--- src/hw/rtl/psns_pkg.sv ---
// ---------------------------------------------------------------------------
// psns_pkg
// Types, constants and tables of the polyphonic sine note synthesizer.
// ---------------------------------------------------------------------------
`default_nettype none

package psns_pkg;

    localparam int MAX_VOICES_DEF = 20;
    localparam int SAMPLE_RATE    = 8000;
    localparam int PHASE_W        = 13;
    localparam int FREQ_W         = 12;
    localparam int LEN_W          = 20;
    localparam int SAMPLE_W       = 16;
    localparam int QUEUE_DEPTH    = 2;

    // Shared multiplier of the voice engine.
    localparam int MUL_A_W = 25;
    localparam int MUL_B_W = 16;
    localparam int PROD_W  = MUL_A_W + MUL_B_W;

    // Reciprocal of the sample rate, scaled by 2^37, rounded up. The phase
    // times this value, shifted right by 20, is floor(phase * 2^17 / rate)
    // exactly for every phase below the rate.
    localparam longint unsigned RECIP_FULL =
        ((64'd1 << 37) + 64'(SAMPLE_RATE) - 64'd1) / 64'(SAMPLE_RATE);
    localparam logic [MUL_A_W-1:0] PHASE_RECIP = MUL_A_W'(RECIP_FULL);

    localparam logic [LEN_W-1:0] WHOLE_RESET = 20'd32000;

    // Opcodes of the command channel.
    localparam logic [1:0] OP_ADD_KEY = 2'd0;
    localparam logic [1:0] OP_START   = 2'd1;
    localparam logic [1:0] OP_TICK    = 2'd2;

    // Register map.
    localparam logic [0:0] REG_WHOLE_NOTE = 1'b0;

    // ASCII digits used by the octave and length codes, and the lower-case range and case shift of the key decode.
    localparam logic [7:0] CHAR_ONE   = 8'h31;
    localparam logic [7:0] CHAR_TWO   = 8'h32;
    localparam logic [7:0] CHAR_THREE = 8'h33;
    localparam logic [7:0] CHAR_FOUR  = 8'h34;
    localparam logic [7:0] CHAR_FIVE  = 8'h35;
    localparam logic [7:0] CHAR_SIX   = 8'h36;
    localparam logic [7:0] CHAR_SEVEN = 8'h37;
    localparam logic [7:0] CHAR_EIGHT = 8'h38;
    localparam logic [7:0] CHAR_LOW_A = 8'h61;
    localparam logic [7:0] CHAR_LOW_Z = 8'h7a;
    localparam logic [7:0] CASE_SHIFT = 8'h20;

    typedef enum logic [1:0] {
        KIND_ADD_KEY,
        KIND_START,
        KIND_TICK
    } cmd_kind_t;

    typedef struct packed {
        cmd_kind_t          kind;
        logic [FREQ_W-1:0]  freq;
        logic               len_valid;
        logic [LEN_W-1:0]   len;
        logic               pause;
    } cmd_entry_t;

    typedef enum logic [3:0] {
        BK_IDLE,
        BK_PHASE,
        BK_QUAD,
        BK_POLY1,
        BK_POLY2,
        BK_POLY3,
        BK_SCALE,
        BK_ACC,
        BK_OUT
    } back_state_t;

    localparam logic [FREQ_W-1:0] PITCH_GRID [0:6][0:12] = '{
        '{12'd33, 12'd35, 12'd37, 12'd39, 12'd41, 12'd44, 12'd46,
          12'd49, 12'd52, 12'd55, 12'd58, 12'd62, 12'd0},
        '{12'd65, 12'd69, 12'd73, 12'd78, 12'd82, 12'd87, 12'd92,
          12'd98, 12'd104, 12'd110, 12'd117, 12'd123, 12'd0},
        '{12'd131, 12'd139, 12'd147, 12'd156, 12'd165, 12'd175, 12'd185,
          12'd196, 12'd208, 12'd220, 12'd233, 12'd247, 12'd0},
        '{12'd262, 12'd277, 12'd294, 12'd311, 12'd330, 12'd349, 12'd370,
          12'd392, 12'd415, 12'd440, 12'd466, 12'd494, 12'd0},
        '{12'd523, 12'd554, 12'd587, 12'd622, 12'd659, 12'd698, 12'd740,
          12'd784, 12'd831, 12'd880, 12'd932, 12'd988, 12'd0},
        '{12'd1047, 12'd1109, 12'd1175, 12'd1245, 12'd1319, 12'd1397, 12'd1480,
          12'd1568, 12'd1661, 12'd1760, 12'd1865, 12'd1976, 12'd0},
        '{12'd2093, 12'd2217, 12'd2349, 12'd2489, 12'd2637, 12'd2794, 12'd2960,
          12'd3136, 12'd3322, 12'd3520, 12'd3729, 12'd3951, 12'd0}
    };

    // Per-voice amplitude 32767 / voice count, for counts 0 to 32.
    localparam logic [14:0] AMP_TABLE [0:32] = '{
        15'd0, 15'd32767, 15'd16383, 15'd10922, 15'd8191, 15'd6553, 15'd5461,
        15'd4681, 15'd4095, 15'd3640, 15'd3276, 15'd2978, 15'd2730, 15'd2520,
        15'd2340, 15'd2184, 15'd2047, 15'd1927, 15'd1820, 15'd1724, 15'd1638,
        15'd1560, 15'd1489, 15'd1424, 15'd1365, 15'd1310, 15'd1260, 15'd1213,
        15'd1170, 15'd1129, 15'd1092, 15'd1057, 15'd1023
    };

    function automatic logic [3:0] key_column(input logic [7:0] letter);
        logic [7:0] c;
        logic [3:0] col;
        c = letter;
        if (c inside {[CHAR_LOW_A:CHAR_LOW_Z]}) begin
            c = c - CASE_SHIFT;
        end
        case (c)
            "C":     col = 4'd0;
            "X":     col = 4'd1;
            "D":     col = 4'd2;
            "Y":     col = 4'd3;
            "E":     col = 4'd4;
            "F":     col = 4'd5;
            "Z":     col = 4'd6;
            "G":     col = 4'd7;
            "V":     col = 4'd8;
            "A":     col = 4'd9;
            "W":     col = 4'd10;
            "B":     col = 4'd11;
            "P":     col = 4'd12;
            " ":     col = 4'd11;
            default: col = 4'd0;
        endcase
        return col;
    endfunction

endpackage

`default_nettype wire

--- src/hw/rtl/psns_if.sv ---
// ---------------------------------------------------------------------------
// psns_if
// Command and sample channels of the note synthesizer.
// ---------------------------------------------------------------------------
`default_nettype none

interface psns_cmd_if;
    logic       valid;
    logic       ready;
    logic [1:0] opcode;
    logic [7:0] key_letter;
    logic [7:0] octave_digit;
    logic [7:0] length_code;
    logic       same_as_next;

    modport source (output valid, opcode, key_letter, octave_digit, length_code,
                    same_as_next, input ready);
    modport sink (input valid, opcode, key_letter, octave_digit, length_code,
                  same_as_next, output ready);
endinterface

interface psns_smp_if;
    logic               valid;
    logic               ready;
    logic signed [15:0] sample;
    logic               note_end;

    modport source (output valid, sample, note_end, input ready);
    modport sink (input valid, sample, note_end, output ready);
endinterface

`default_nettype wire

--- src/hw/rtl/psns_front.sv ---
// ---------------------------------------------------------------------------
// psns_front
// Accepts commands, decodes keys and note lengths, and queues them.
// ---------------------------------------------------------------------------
`default_nettype none

module psns_front (
    psns_cmd_if.sink                       cmd,
    input  wire logic [psns_pkg::LEN_W-1:0] whole,
    input  wire logic                      full,
    output logic                           push,
    output psns_pkg::cmd_entry_t           push_entry
);

    logic [2:0]                   row;
    logic [3:0]                   col;
    logic [psns_pkg::LEN_W+1:0]   three_quarter;

    assign cmd.ready = !full;

    always_comb begin
        row = 3'd0;
        if (cmd.octave_digit inside {[psns_pkg::CHAR_ONE:psns_pkg::CHAR_SEVEN]}) begin
            row = 3'(cmd.octave_digit - psns_pkg::CHAR_ONE);
        end
        col = psns_pkg::key_column(cmd.key_letter);
        three_quarter = {2'b00, whole} + {1'b0, whole, 1'b0};

        push_entry.freq      = psns_pkg::PITCH_GRID[row][col];
        push_entry.pause     = cmd.same_as_next;
        push_entry.len_valid = 1'b1;
        push_entry.len       = whole;
        case (cmd.length_code)
            psns_pkg::CHAR_ONE:   push_entry.len = whole;
            psns_pkg::CHAR_TWO:   push_entry.len = three_quarter[psns_pkg::LEN_W+1:2];
            psns_pkg::CHAR_THREE: push_entry.len = whole >> 1;
            psns_pkg::CHAR_FOUR:  push_entry.len = whole >> 2;
            psns_pkg::CHAR_FIVE:  push_entry.len = whole >> 3;
            psns_pkg::CHAR_SIX:   push_entry.len = whole >> 4;
            psns_pkg::CHAR_SEVEN: push_entry.len = whole >> 5;
            psns_pkg::CHAR_EIGHT: push_entry.len = whole >> 6;
            default:              push_entry.len_valid = 1'b0;
        endcase

        push_entry.kind = psns_pkg::KIND_TICK;
        push = 1'b0;
        case (cmd.opcode)
            psns_pkg::OP_ADD_KEY:
            begin
                push_entry.kind = psns_pkg::KIND_ADD_KEY;
                push = cmd.valid && !full;
            end
            psns_pkg::OP_START:
            begin
                push_entry.kind = psns_pkg::KIND_START;
                push = cmd.valid && !full;
            end
            psns_pkg::OP_TICK:
            begin
                push_entry.kind = psns_pkg::KIND_TICK;
                push = cmd.valid && !full;
            end
            // The unused opcode is taken and dropped.
            default: push = 1'b0;
        endcase
    end

endmodule

`default_nettype wire

--- src/hw/rtl/psns_queue.sv ---
// ---------------------------------------------------------------------------
// psns_queue
// Short command queue between the decoder and the voice engine.
// ---------------------------------------------------------------------------
`default_nettype none

module psns_queue (
    input  wire logic                 clk,
    input  wire logic                 rst_n,
    input  wire logic                 push,
    input  wire psns_pkg::cmd_entry_t push_entry,
    output logic                      full,
    input  wire logic                 pop,
    output logic                      valid,
    output psns_pkg::cmd_entry_t      entry
);

    localparam int PTR_W = (psns_pkg::QUEUE_DEPTH > 1) ? $clog2(psns_pkg::QUEUE_DEPTH) : 1;
    localparam int CNT_W = $clog2(psns_pkg::QUEUE_DEPTH + 1);

    psns_pkg::cmd_entry_t slot_mem [0:psns_pkg::QUEUE_DEPTH-1];
    logic [PTR_W-1:0] wr_ptr_reg, wr_ptr_next;
    logic [PTR_W-1:0] rd_ptr_reg, rd_ptr_next;
    logic [CNT_W-1:0] count_reg, count_next;

    assign full  = (count_reg == CNT_W'(psns_pkg::QUEUE_DEPTH));
    assign valid = (count_reg != '0);
    assign entry = slot_mem[rd_ptr_reg];

    always_comb begin
        wr_ptr_next = wr_ptr_reg;
        rd_ptr_next = rd_ptr_reg;
        count_next  = count_reg;
        if (push) begin
            wr_ptr_next = (wr_ptr_reg == PTR_W'(psns_pkg::QUEUE_DEPTH - 1)) ? '0
                          : wr_ptr_reg + PTR_W'(1);
        end
        if (pop) begin
            rd_ptr_next = (rd_ptr_reg == PTR_W'(psns_pkg::QUEUE_DEPTH - 1)) ? '0
                          : rd_ptr_reg + PTR_W'(1);
        end
        if (push && !pop) begin
            count_next = count_reg + CNT_W'(1);
        end else if (pop && !push) begin
            count_next = count_reg - CNT_W'(1);
        end
    end

    always_ff @(posedge clk or negedge rst_n) begin
        if (!rst_n) begin
            wr_ptr_reg <= '0;
            rd_ptr_reg <= '0;
            count_reg  <= '0;
        end else begin
            wr_ptr_reg <= wr_ptr_next;
            rd_ptr_reg <= rd_ptr_next;
            count_reg  <= count_next;
        end
    end

    always_ff @(posedge clk) begin
        if (push) begin
            slot_mem[wr_ptr_reg] <= push_entry;
        end
    end

endmodule

`default_nettype wire

--- src/hw/rtl/psns_back.sv ---
// ---------------------------------------------------------------------------
// psns_back
// Voice engine: chord state, note timing and the per-voice sine sum.
// ---------------------------------------------------------------------------
`default_nettype none

module psns_back #(
    parameter int MAX_VOICES = psns_pkg::MAX_VOICES_DEF
) (
    input  wire logic                       clk,
    input  wire logic                       rst_n,
    input  wire logic                       q_valid,
    input  wire psns_pkg::cmd_entry_t       q_entry,
    output logic                            q_pop,
    input  wire logic [psns_pkg::LEN_W-1:0] whole,
    output logic                            out_valid,
    input  wire logic                       out_ready,
    output logic [psns_pkg::SAMPLE_W-1:0]   out_sample,
    output logic                            out_end
);

    localparam int IDX_W = (MAX_VOICES > 1) ? $clog2(MAX_VOICES) : 1;
    localparam int CNT_W = $clog2(MAX_VOICES + 1);
    localparam int PW    = psns_pkg::PHASE_W;
    localparam int LW    = psns_pkg::LEN_W;
    localparam int SW    = psns_pkg::SAMPLE_W;

    psns_pkg::back_state_t state_reg, state_next;

    logic [psns_pkg::FREQ_W-1:0] freq_mem [0:MAX_VOICES-1];
    logic [PW-1:0]               phase_reg [0:MAX_VOICES-1];

    logic [CNT_W-1:0]  count_reg, count_next;
    logic [IDX_W-1:0]  k_reg, k_next;
    logic              chord_open_reg, chord_open_next;
    logic              note_active_reg, note_active_next;
    logic [LW-1:0]     sample_index_reg, sample_index_next;
    logic [LW-1:0]     note_samples_reg, note_samples_next;
    logic              pause_reg, pause_next;
    logic              silent_reg, silent_next;
    logic [14:0]       amp_reg, amp_next;
    logic [SW-1:0]     sum_reg, sum_next;
    logic [psns_pkg::PROD_W-1:0] p_reg, p_next;
    logic [15:0]       z_reg, z_next;
    logic [15:0]       z2_reg, z2_next;
    logic [1:0]        quad_reg, quad_next;
    logic              out_valid_reg, out_valid_next;
    logic [SW-1:0]     out_sample_reg, out_sample_next;
    logic              out_end_reg, out_end_next;

    logic [psns_pkg::MUL_A_W-1:0] mul_a;
    logic [psns_pkg::MUL_B_W-1:0] mul_b;
    logic              phase_clear;
    logic              phase_wr;
    logic [PW-1:0]     phase_new;
    logic              freq_wr;
    logic [IDX_W-1:0]  freq_addr;

    logic [CNT_W-1:0]  eff_count;
    logic [LW-1:0]     len_sel;
    logic              last_voice;
    logic              last_sample;
    logic [PW:0]       phase_sum;
    logic [16:0]       quot;
    logic [15:0]       z_off;
    logic [15:0]       t_val;
    logic [16:0]       t_wide;
    logic [14:0]       mag;
    logic [26:0]       idx_scaled;

    assign out_valid  = out_valid_reg;
    assign out_sample = out_sample_reg;
    assign out_end    = out_end_reg;

    always_comb begin
        state_next        = state_reg;
        count_next        = count_reg;
        k_next            = k_reg;
        chord_open_next   = chord_open_reg;
        note_active_next  = note_active_reg;
        sample_index_next = sample_index_reg;
        note_samples_next = note_samples_reg;
        pause_next        = pause_reg;
        silent_next       = silent_reg;
        amp_next          = amp_reg;
        sum_next          = sum_reg;
        z_next            = z_reg;
        z2_next           = z2_reg;
        quad_next         = quad_reg;
        out_valid_next    = out_valid_reg && !out_ready;
        out_sample_next   = out_sample_reg;
        out_end_next      = out_end_reg;
        q_pop             = 1'b0;
        phase_clear       = 1'b0;
        phase_wr          = 1'b0;
        freq_wr           = 1'b0;
        mul_a             = '0;
        mul_b             = '0;

        eff_count   = chord_open_reg ? count_reg : '0;
        freq_addr   = eff_count[IDX_W-1:0];
        len_sel     = q_entry.len_valid ? q_entry.len : note_samples_reg;
        last_voice  = ((CNT_W'(k_reg) + CNT_W'(1)) == count_reg);
        last_sample = (({1'b0, sample_index_reg} + {{LW{1'b0}}, 1'b1})
                       >= {1'b0, note_samples_reg});
        idx_scaled  = 27'(sample_index_reg) * 27'd125;
        phase_sum   = {1'b0, phase_reg[k_reg]}
                      + (PW+1)'(freq_mem[k_reg]);
        phase_new   = (phase_sum >= (PW+1)'(psns_pkg::SAMPLE_RATE))
                      ? PW'(phase_sum - (PW+1)'(psns_pkg::SAMPLE_RATE))
                      : phase_sum[PW-1:0];
        quot        = p_reg[36:20];
        z_off       = quot[15] ? (16'd32768 - {1'b0, quot[14:0]}) : {1'b0, quot[14:0]};
        t_val       = '0;
        t_wide      = p_reg[31:15];
        mag         = p_reg[29:15];

        case (state_reg)
            psns_pkg::BK_IDLE:
            begin
                if (q_valid) begin
                    q_pop = 1'b1;
                    case (q_entry.kind)
                        psns_pkg::KIND_ADD_KEY:
                        begin
                            if (!note_active_reg) begin
                                chord_open_next = 1'b1;
                                count_next      = eff_count;
                                if (eff_count < CNT_W'(MAX_VOICES)) begin
                                    freq_wr    = 1'b1;
                                    count_next = eff_count + CNT_W'(1);
                                end
                            end
                        end
                        psns_pkg::KIND_START:
                        begin
                            note_samples_next = len_sel;
                            pause_next        = q_entry.pause;
                            chord_open_next   = 1'b0;
                            sample_index_next = '0;
                            phase_clear       = 1'b1;
                            note_active_next  = (len_sel != '0);
                        end
                        psns_pkg::KIND_TICK:
                        begin
                            if (note_active_reg) begin
                                k_next      = '0;
                                sum_next    = '0;
                                silent_next = pause_reg && (idx_scaled < 27'(whole));
                                amp_next    = psns_pkg::AMP_TABLE[6'(count_reg)];
                                state_next  = (count_reg == '0) ? psns_pkg::BK_OUT
                                                                : psns_pkg::BK_PHASE;
                            end
                        end
                        default: q_pop = 1'b1;
                    endcase
                end
            end
            psns_pkg::BK_PHASE:
            begin
                mul_a    = psns_pkg::PHASE_RECIP;
                mul_b    = 16'(phase_reg[k_reg]);
                phase_wr = 1'b1;
                if (!silent_reg) begin
                    state_next = psns_pkg::BK_QUAD;
                end else if (last_voice) begin
                    state_next = psns_pkg::BK_OUT;
                end else begin
                    k_next = k_reg + IDX_W'(1);
                end
            end
            psns_pkg::BK_QUAD:
            begin
                // Odd quadrants run the quarter wave backward.
                quad_next  = quot[16:15];
                z_next     = z_off;
                mul_a      = 25'(z_off);
                mul_b      = z_off;
                state_next = psns_pkg::BK_POLY1;
            end
            psns_pkg::BK_POLY1:
            begin
                z2_next    = p_reg[30:15];
                mul_a      = 25'd2320;
                mul_b      = p_reg[30:15];
                state_next = psns_pkg::BK_POLY2;
            end
            psns_pkg::BK_POLY2:
            begin
                t_val      = 16'd21024 - {4'd0, p_reg[26:15]};
                mul_a      = 25'(t_val);
                mul_b      = z2_reg;
                state_next = psns_pkg::BK_POLY3;
            end
            psns_pkg::BK_POLY3:
            begin
                t_val      = 16'd51472 - p_reg[30:15];
                mul_a      = 25'(t_val);
                mul_b      = z_reg;
                state_next = psns_pkg::BK_SCALE;
            end
            psns_pkg::BK_SCALE:
            begin
                mul_a      = 25'(amp_reg);
                mul_b      = (t_wide > 17'd32767) ? 16'd32767 : t_wide[15:0];
                state_next = psns_pkg::BK_ACC;
            end
            psns_pkg::BK_ACC:
            begin
                // Sign goes on after the scaling shift, so the result truncates
                // toward zero.
                sum_next = quad_reg[1] ? (sum_reg - {1'b0, mag}) : (sum_reg + {1'b0, mag});
                if (last_voice) begin
                    state_next = psns_pkg::BK_OUT;
                end else begin
                    k_next     = k_reg + IDX_W'(1);
                    state_next = psns_pkg::BK_PHASE;
                end
            end
            psns_pkg::BK_OUT:
            begin
                if (!out_valid_reg || out_ready) begin
                    out_valid_next    = 1'b1;
                    out_sample_next   = sum_reg;
                    out_end_next      = last_sample;
                    sample_index_next = sample_index_reg + LW'(1);
                    if (last_sample) begin
                        note_active_next = 1'b0;
                    end
                    state_next = psns_pkg::BK_IDLE;
                end
            end
            default: state_next = psns_pkg::BK_IDLE;
        endcase

        p_next = psns_pkg::PROD_W'(mul_a) * psns_pkg::PROD_W'(mul_b);
    end

    always_ff @(posedge clk or negedge rst_n) begin
        if (!rst_n) begin
            state_reg        <= psns_pkg::BK_IDLE;
            count_reg        <= '0;
            k_reg            <= '0;
            chord_open_reg   <= 1'b0;
            note_active_reg  <= 1'b0;
            sample_index_reg <= '0;
            note_samples_reg <= '0;
            pause_reg        <= 1'b0;
            silent_reg       <= 1'b0;
            out_valid_reg    <= 1'b0;
        end else begin
            state_reg        <= state_next;
            count_reg        <= count_next;
            k_reg            <= k_next;
            chord_open_reg   <= chord_open_next;
            note_active_reg  <= note_active_next;
            sample_index_reg <= sample_index_next;
            note_samples_reg <= note_samples_next;
            pause_reg        <= pause_next;
            silent_reg       <= silent_next;
            out_valid_reg    <= out_valid_next;
        end
    end

    always_ff @(posedge clk) begin
        amp_reg        <= amp_next;
        sum_reg        <= sum_next;
        p_reg          <= p_next;
        z_reg          <= z_next;
        z2_reg         <= z2_next;
        quad_reg       <= quad_next;
        out_sample_reg <= out_sample_next;
        out_end_reg    <= out_end_next;
    end

    always_ff @(posedge clk or negedge rst_n) begin
        if (!rst_n) begin
            for (int i = 0; i < MAX_VOICES; i++) begin
                phase_reg[i] <= '0;
            end
        end else if (phase_clear) begin
            for (int i = 0; i < MAX_VOICES; i++) begin
                phase_reg[i] <= '0;
            end
        end else if (phase_wr) begin
            phase_reg[k_reg] <= phase_new;
        end
    end

    always_ff @(posedge clk) begin
        if (freq_wr) begin
            freq_mem[freq_addr] <= q_entry.freq;
        end
    end

endmodule

`default_nettype wire

--- src/hw/rtl/polyphonic_sine_note_synth.sv ---
// ---------------------------------------------------------------------------
// polyphonic_sine_note_synth
// Chord note synthesizer: key and start commands build notes, ticks emit
// summed sine samples.
// ---------------------------------------------------------------------------
// Commands enter through a two-entry queue, so the command channel keeps
// taking requests while the voice engine works and while a sample waits in
// the output register. An add-key or start command is handled in the idle
// state. For a tick, one shared 25x16 multiplier evaluates the phase
// scaling, the sine polynomial and the voice amplitude of each voice in
// turn; while the note head is silenced only the phase step runs. A tick
// with no note playing produces no sample. The whole-note length register
// sits at address 0.
`default_nettype none

module polyphonic_sine_note_synth #(
    parameter int MAX_VOICES = psns_pkg::MAX_VOICES_DEF
) (
    input  wire logic        clk,
    input  wire logic        rst_n,
    psns_cmd_if.sink         cmd,
    psns_smp_if.source       smp,
    input  wire logic        psel,
    input  wire logic        penable,
    input  wire logic        pwrite,
    input  wire logic [2:0]  paddr,
    input  wire logic [31:0] pwdata,
    output logic [31:0]      prdata,
    output logic             pready
);

    logic [psns_pkg::LEN_W-1:0] whole_reg, whole_next;
    logic                       push;
    psns_pkg::cmd_entry_t       push_entry;
    logic                       full;
    logic                       q_valid;
    logic                       q_pop;
    psns_pkg::cmd_entry_t       q_entry;
    logic [15:0]                sample_bits;

    assign pready = 1'b1;
    assign prdata = (paddr[2] == psns_pkg::REG_WHOLE_NOTE) ? 32'(whole_reg) : 32'd0;

    always_comb begin
        whole_next = whole_reg;
        if (psel && penable && pwrite && (paddr[2] == psns_pkg::REG_WHOLE_NOTE)) begin
            whole_next = pwdata[psns_pkg::LEN_W-1:0];
        end
    end

    always_ff @(posedge clk or negedge rst_n) begin
        if (!rst_n) begin
            whole_reg <= psns_pkg::WHOLE_RESET;
        end else begin
            whole_reg <= whole_next;
        end
    end

    psns_front u_front (
        .cmd        (cmd),
        .whole      (whole_reg),
        .full       (full),
        .push       (push),
        .push_entry (push_entry)
    );

    psns_queue u_queue (
        .clk        (clk),
        .rst_n      (rst_n),
        .push       (push),
        .push_entry (push_entry),
        .full       (full),
        .pop        (q_pop),
        .valid      (q_valid),
        .entry      (q_entry)
    );

    psns_back #(
        .MAX_VOICES (MAX_VOICES)
    ) u_back (
        .clk        (clk),
        .rst_n      (rst_n),
        .q_valid    (q_valid),
        .q_entry    (q_entry),
        .q_pop      (q_pop),
        .whole      (whole_reg),
        .out_valid  (smp.valid),
        .out_ready  (smp.ready),
        .out_sample (sample_bits),
        .out_end    (smp.note_end)
    );

    assign smp.sample = $signed(sample_bits);

endmodule

`default_nettype wire

--- src/flat_wrapper.sv ---
// flat-port wrapper written by rule: the top's interface ports become plain ports
module polyphonic_sine_note_synth_flat 
#(
    parameter int MAX_VOICES = psns_pkg::MAX_VOICES_DEF
)
  (clk, rst_n, psel, penable, pwrite, paddr, pwdata, prdata, pready, cmd_valid, cmd_opcode, cmd_key_letter, cmd_octave_digit, cmd_length_code, cmd_same_as_next, cmd_ready, smp_valid, smp_sample, smp_note_end, smp_ready);
  psns_cmd_if cmd_i ();
  psns_smp_if smp_i ();
  input  wire logic clk;
  input  wire logic rst_n;
  input  wire logic psel;
  input  wire logic penable;
  input  wire logic pwrite;
  input  wire logic [2:0] paddr;
  input  wire logic [31:0] pwdata;
  output logic [31:0] prdata;
  output logic pready;
  input wire logic [$bits(cmd_i.valid)-1:0] cmd_valid;
  input wire logic [$bits(cmd_i.opcode)-1:0] cmd_opcode;
  input wire logic [$bits(cmd_i.key_letter)-1:0] cmd_key_letter;
  input wire logic [$bits(cmd_i.octave_digit)-1:0] cmd_octave_digit;
  input wire logic [$bits(cmd_i.length_code)-1:0] cmd_length_code;
  input wire logic [$bits(cmd_i.same_as_next)-1:0] cmd_same_as_next;
  output wire logic [$bits(cmd_i.ready)-1:0] cmd_ready;
  output wire logic [$bits(smp_i.valid)-1:0] smp_valid;
  output wire logic [$bits(smp_i.sample)-1:0] smp_sample;
  output wire logic [$bits(smp_i.note_end)-1:0] smp_note_end;
  input wire logic [$bits(smp_i.ready)-1:0] smp_ready;
  assign cmd_i.valid = cmd_valid;
  assign cmd_i.opcode = cmd_opcode;
  assign cmd_i.key_letter = cmd_key_letter;
  assign cmd_i.octave_digit = cmd_octave_digit;
  assign cmd_i.length_code = cmd_length_code;
  assign cmd_i.same_as_next = cmd_same_as_next;
  assign cmd_ready = cmd_i.ready;
  assign smp_valid = smp_i.valid;
  assign smp_sample = smp_i.sample;
  assign smp_note_end = smp_i.note_end;
  assign smp_i.ready = smp_ready;
  polyphonic_sine_note_synth #(.MAX_VOICES(MAX_VOICES)) u_core (.clk(clk), .rst_n(rst_n), .cmd(cmd_i), .smp(smp_i), .psel(psel), .penable(penable), .pwrite(pwrite), .paddr(paddr), .pwdata(pwdata), .prdata(prdata), .pready(pready));
endmodule
--- config.mk ---
export PLATFORM = sky130hd
export DESIGN_NAME = polyphonic_sine_note_synth_flat
export DESIGN_NICKNAME = d
export VERILOG_FILES = /design/src/hw/rtl/psns_pkg.sv /design/src/hw/rtl/psns_if.sv /design/src/hw/rtl/psns_front.sv /design/src/hw/rtl/psns_queue.sv /design/src/hw/rtl/psns_back.sv /design/src/hw/rtl/polyphonic_sine_note_synth.sv /design/src/flat_wrapper.sv
export SDC_FILE = /design/constraint.sdc
export NUM_CORES = 2
export LEC_CHECK = 0
export ABC_AREA = 1
export BUFFER_PORTS_ARGS = -buffer_cell sky130_fd_sc_hd__buf_2
export CORE_MARGIN = 8
export CORE_UTILIZATION = 35
export CTS_CLUSTER_SIZE = 30
export DETAILED_ROUTE_END_ITERATION = 7
export SYNTH_ARGS = -nofsm -noshare
export SYNTH_HDL_FRONTEND = slang
export SYNTH_SLANG_ARGS = --single-unit
--- constraint.sdc ---
create_clock -name clk -period 6.6 [get_ports clk]
set_clock_uncertainty 0.2 [all_clocks]
set_input_delay 1.98 -clock clk [delete_from_list [all_inputs] [get_ports clk]]
set_output_delay 1.98 -clock clk [all_outputs]
set_load 0.05 [all_outputs]
==> metrics <==
met3 routed WL=approximately 8900 um; worst skew pair latency=720 ps; Clock Tree Buf Depth=3; CP Launch Type=flop; vias after detailed routing=~45000; IO buf count=93; clk root buf=clkbuf_16; max_cap viols=0; Synth warnings=0; max frequency=between 100 and 150 MHz; top cell type's share of synthesized area=22.4%; starting density of the core=a little over a third; Avg WL per Cell=18.0 um; met2 WL post-DR=74000 um; kind of cell adding the most delay to the critical path=adder cells; Worst setup EP type=flop; multiplexer share of the synthesized area=0%; Row Count=142; die area=163000 um2; CP arrival=7710 ps; Final Util=a little over two fifths; CTS clock-pin slew for the worst setup and hold paths=~60 ps; status=finished, violations left; post-synthesis xor/xnor area fraction=1.83%; worst vdd ir=around 0.21 mV; final setup vio count=22; FF-to-FF setup slack=-710 ps; Mapped Avg Cell Area=8.62 um2; Yosys cell types=74; final WL=158000 um; Vias per Instance=5.11; worst hold path type=flop to flop; Gate Count Post-Synth=about 6100; leakage=29.3 nW; initial antenna violation count=0; first-pass GRT wire length=249000 um; most frequent cells in the layout=1184 x nand2_1, 775 x inv_1, 546 x buf_4; commonest non-fill, non-tap cell in the layout=nand2_1; chip height=404 um; most used cell, CP=fa_1; dpl cell area=59300 um2; Clock Sink Count=758; mapped cell area=52600 um2; IO Count=121; clock period minus worst slack=7310 ps; drt drc=0; Max Fanout on Critical Path=16; share of post-route cells with drive strength above 1=18.2%; Highest Signal Layer=met4; CTS Hold Bufs=0; total routing usage reported by global routing=18.9%; Area contributors post-synth=edfxtp_1 22%, dfrtp_1 16%, fa_1 11%; Most used DFF post-synth=edfxtp_1; RSZ-0062 raised after global routing=true; Max-slew headroom=between 10% and 20%; H-Tree Depth=3; # nets final=roughly 7300; Synth Area in Simple Gates=18.6%; adder-cell share of the synthesized area=18.8%; vias in the first global route=44600; core region area=150000 um2; DRT met1 WL=70700 um; setup tns final=-12260 ps; EDFF count, synth=about 400; ANT nets after route=0; placed wire-length estimate=between 100000 and 150000 um; Synth async-reset ratio=between 40% and 50%; largest family of logic cells by synthesized area=adder cells; die width=roughly 400 um; DR iter-0 viols=3908; CTS tree=yes; number of flip-flops in the largest register=between 200 and 300; max-slew violations=0; Worst Max-Slew Pin Slew=1210 ps; Final GP Congestion=0.917; cell accounting for the most synthesized area=edfxtp_1; Power per Cell Area=184 nW/um2; worst slack, placed=-939 ps; sequential fraction of the synthesis area=39.6%; CTS Buf Count=87; Setup CP Type=flop to flop; final worst slack=-714 ps; total grt overflow=0; P&R area growth vs syn=21.1%; largest net degree at the start of global routing=137; Critical Path RT=about 7000 ps; Worst path slowest cell=dfrtp_4; flops & latches, synth=758; CP max stage delay=approximately 560 ps; Fin. Hold Viols=0; violated checks=setup timing; Antenna Diode Count=0; drt pass-1 iters=8; Tcrit/Tclk final=111%; worst path buffer plus inverter count=7; fin area=63700 um2; Compound-Gate Fraction of Synth Area=12.8%
[layer usage]
| metal | global-route usage [%] | up-vias |
|---|---|---|
| met2 | 31.3 | 1340 |
| li1 | - | 21300 |
| met1 | 26.1 | 21800 |
| met3 | 2.35 | 231 |
| met5 | 0 | - |
| met4 | 5.16 | 0 |
[path summary, 6_finish.rpt]
check | cells after the start | start | endpoint
min in group asynchronous | 1 | rst_n | u_core.whole_reg[15]$_DFFE_PN0P_
worst max-delay path | 30 | u_core.u_back.k_reg[0]$_DFFE_PN0P_ | u_core.u_back.p_reg[36]$_DFF_P_
worst min register to register | 0 | u_core.u_back.p_reg[36]$_DFF_P_ | u_core.u_back.quad_reg[1]$_DFFE_PP_
max in group asynchronous | 2 | rst_n | u_core.u_back.phase_reg[117]$_DFFE_PN0P_
worst min-delay path | 0 | u_core.u_back.p_reg[36]$_DFF_P_ | u_core.u_back.quad_reg[1]$_DFFE_PP_
worst max register to register | 30 | u_core.u_back.k_reg[0]$_DFFE_PN0P_ | u_core.u_back.p_reg[36]$_DFF_P_
[cells in the mapped netlist (all sizes together), types with 55 or more instances]
| library cell | instances |
|---|---|
| nand3 | 326 |
| ha | 310 |
| o21ai | 517 |
| xor2 | 89 |
| fa | 301 |
| clkbuf | 125 |
| edfxtp | 393 |
| inv | 841 |
| buf | 130 |
| a21oi | 265 |
| dfrtp | 337 |
| nor3 | 55 |
| nor2 | 607 |
| nand2 | 1237 |
| o22ai | 230 |
[worst register-to-register path, delay by kind of cell (launching register included)]
family          cells  cell delay (ps)
compound gates      6             1050
flops               1              560
buf+inv             7              740
xor+xnor            1              190
fa+ha+maj           7             3080
simple gates        9             1380
[power by group]
group	leakage [nW]	total (mW)	internal [mW]	switching, mW
clock network	1.47	5.02	2.90	2.12
registers	7.28	5.34	5.24	0.0946
logic	20.6	1.35	0.419	0.933
total	29.3	11.7	8.57	3.14
[cell type report]
cell class	instances	area, um2
Clock inverter	42	490
Fill cell	14900	85900
Multi-Input combinational cell	4250	28700
Inverter	858	3270
Timing Repair Buffer	685	5350
Tap cell	2016	2520
Sequential cell	758	20900
Timing Repair inverter	2	16.3
Clock buffer	122	2520
[kinds of logic after synthesis]
group,after synthesis
xor+xnor,110
simple gates,2329
compound gates,1179
fa+ha+maj,611
buf+inv,1113
other cells,2
flops,758
[timing repair]
item,CTS,global route
endpoints found under the setup margin,22,142
pin swaps,33,75
setup buffers,20,23
gates cloned,2,3
gates resized for setup,143,137
[per-stage QoR]
stage | instances | power, mW | hold WS, ps
floorplan | 6120 | 6.32 | 186
global placement | 8521 | 6.73 | 216
detailed placement | 8521 | 6.75 | 199
CTS | 8707 | 11.8 | 235
global route | 8733 | 12.2 | 256
finish | 8733 | 11.7 | 236
(Power assumes the default switching activity.)
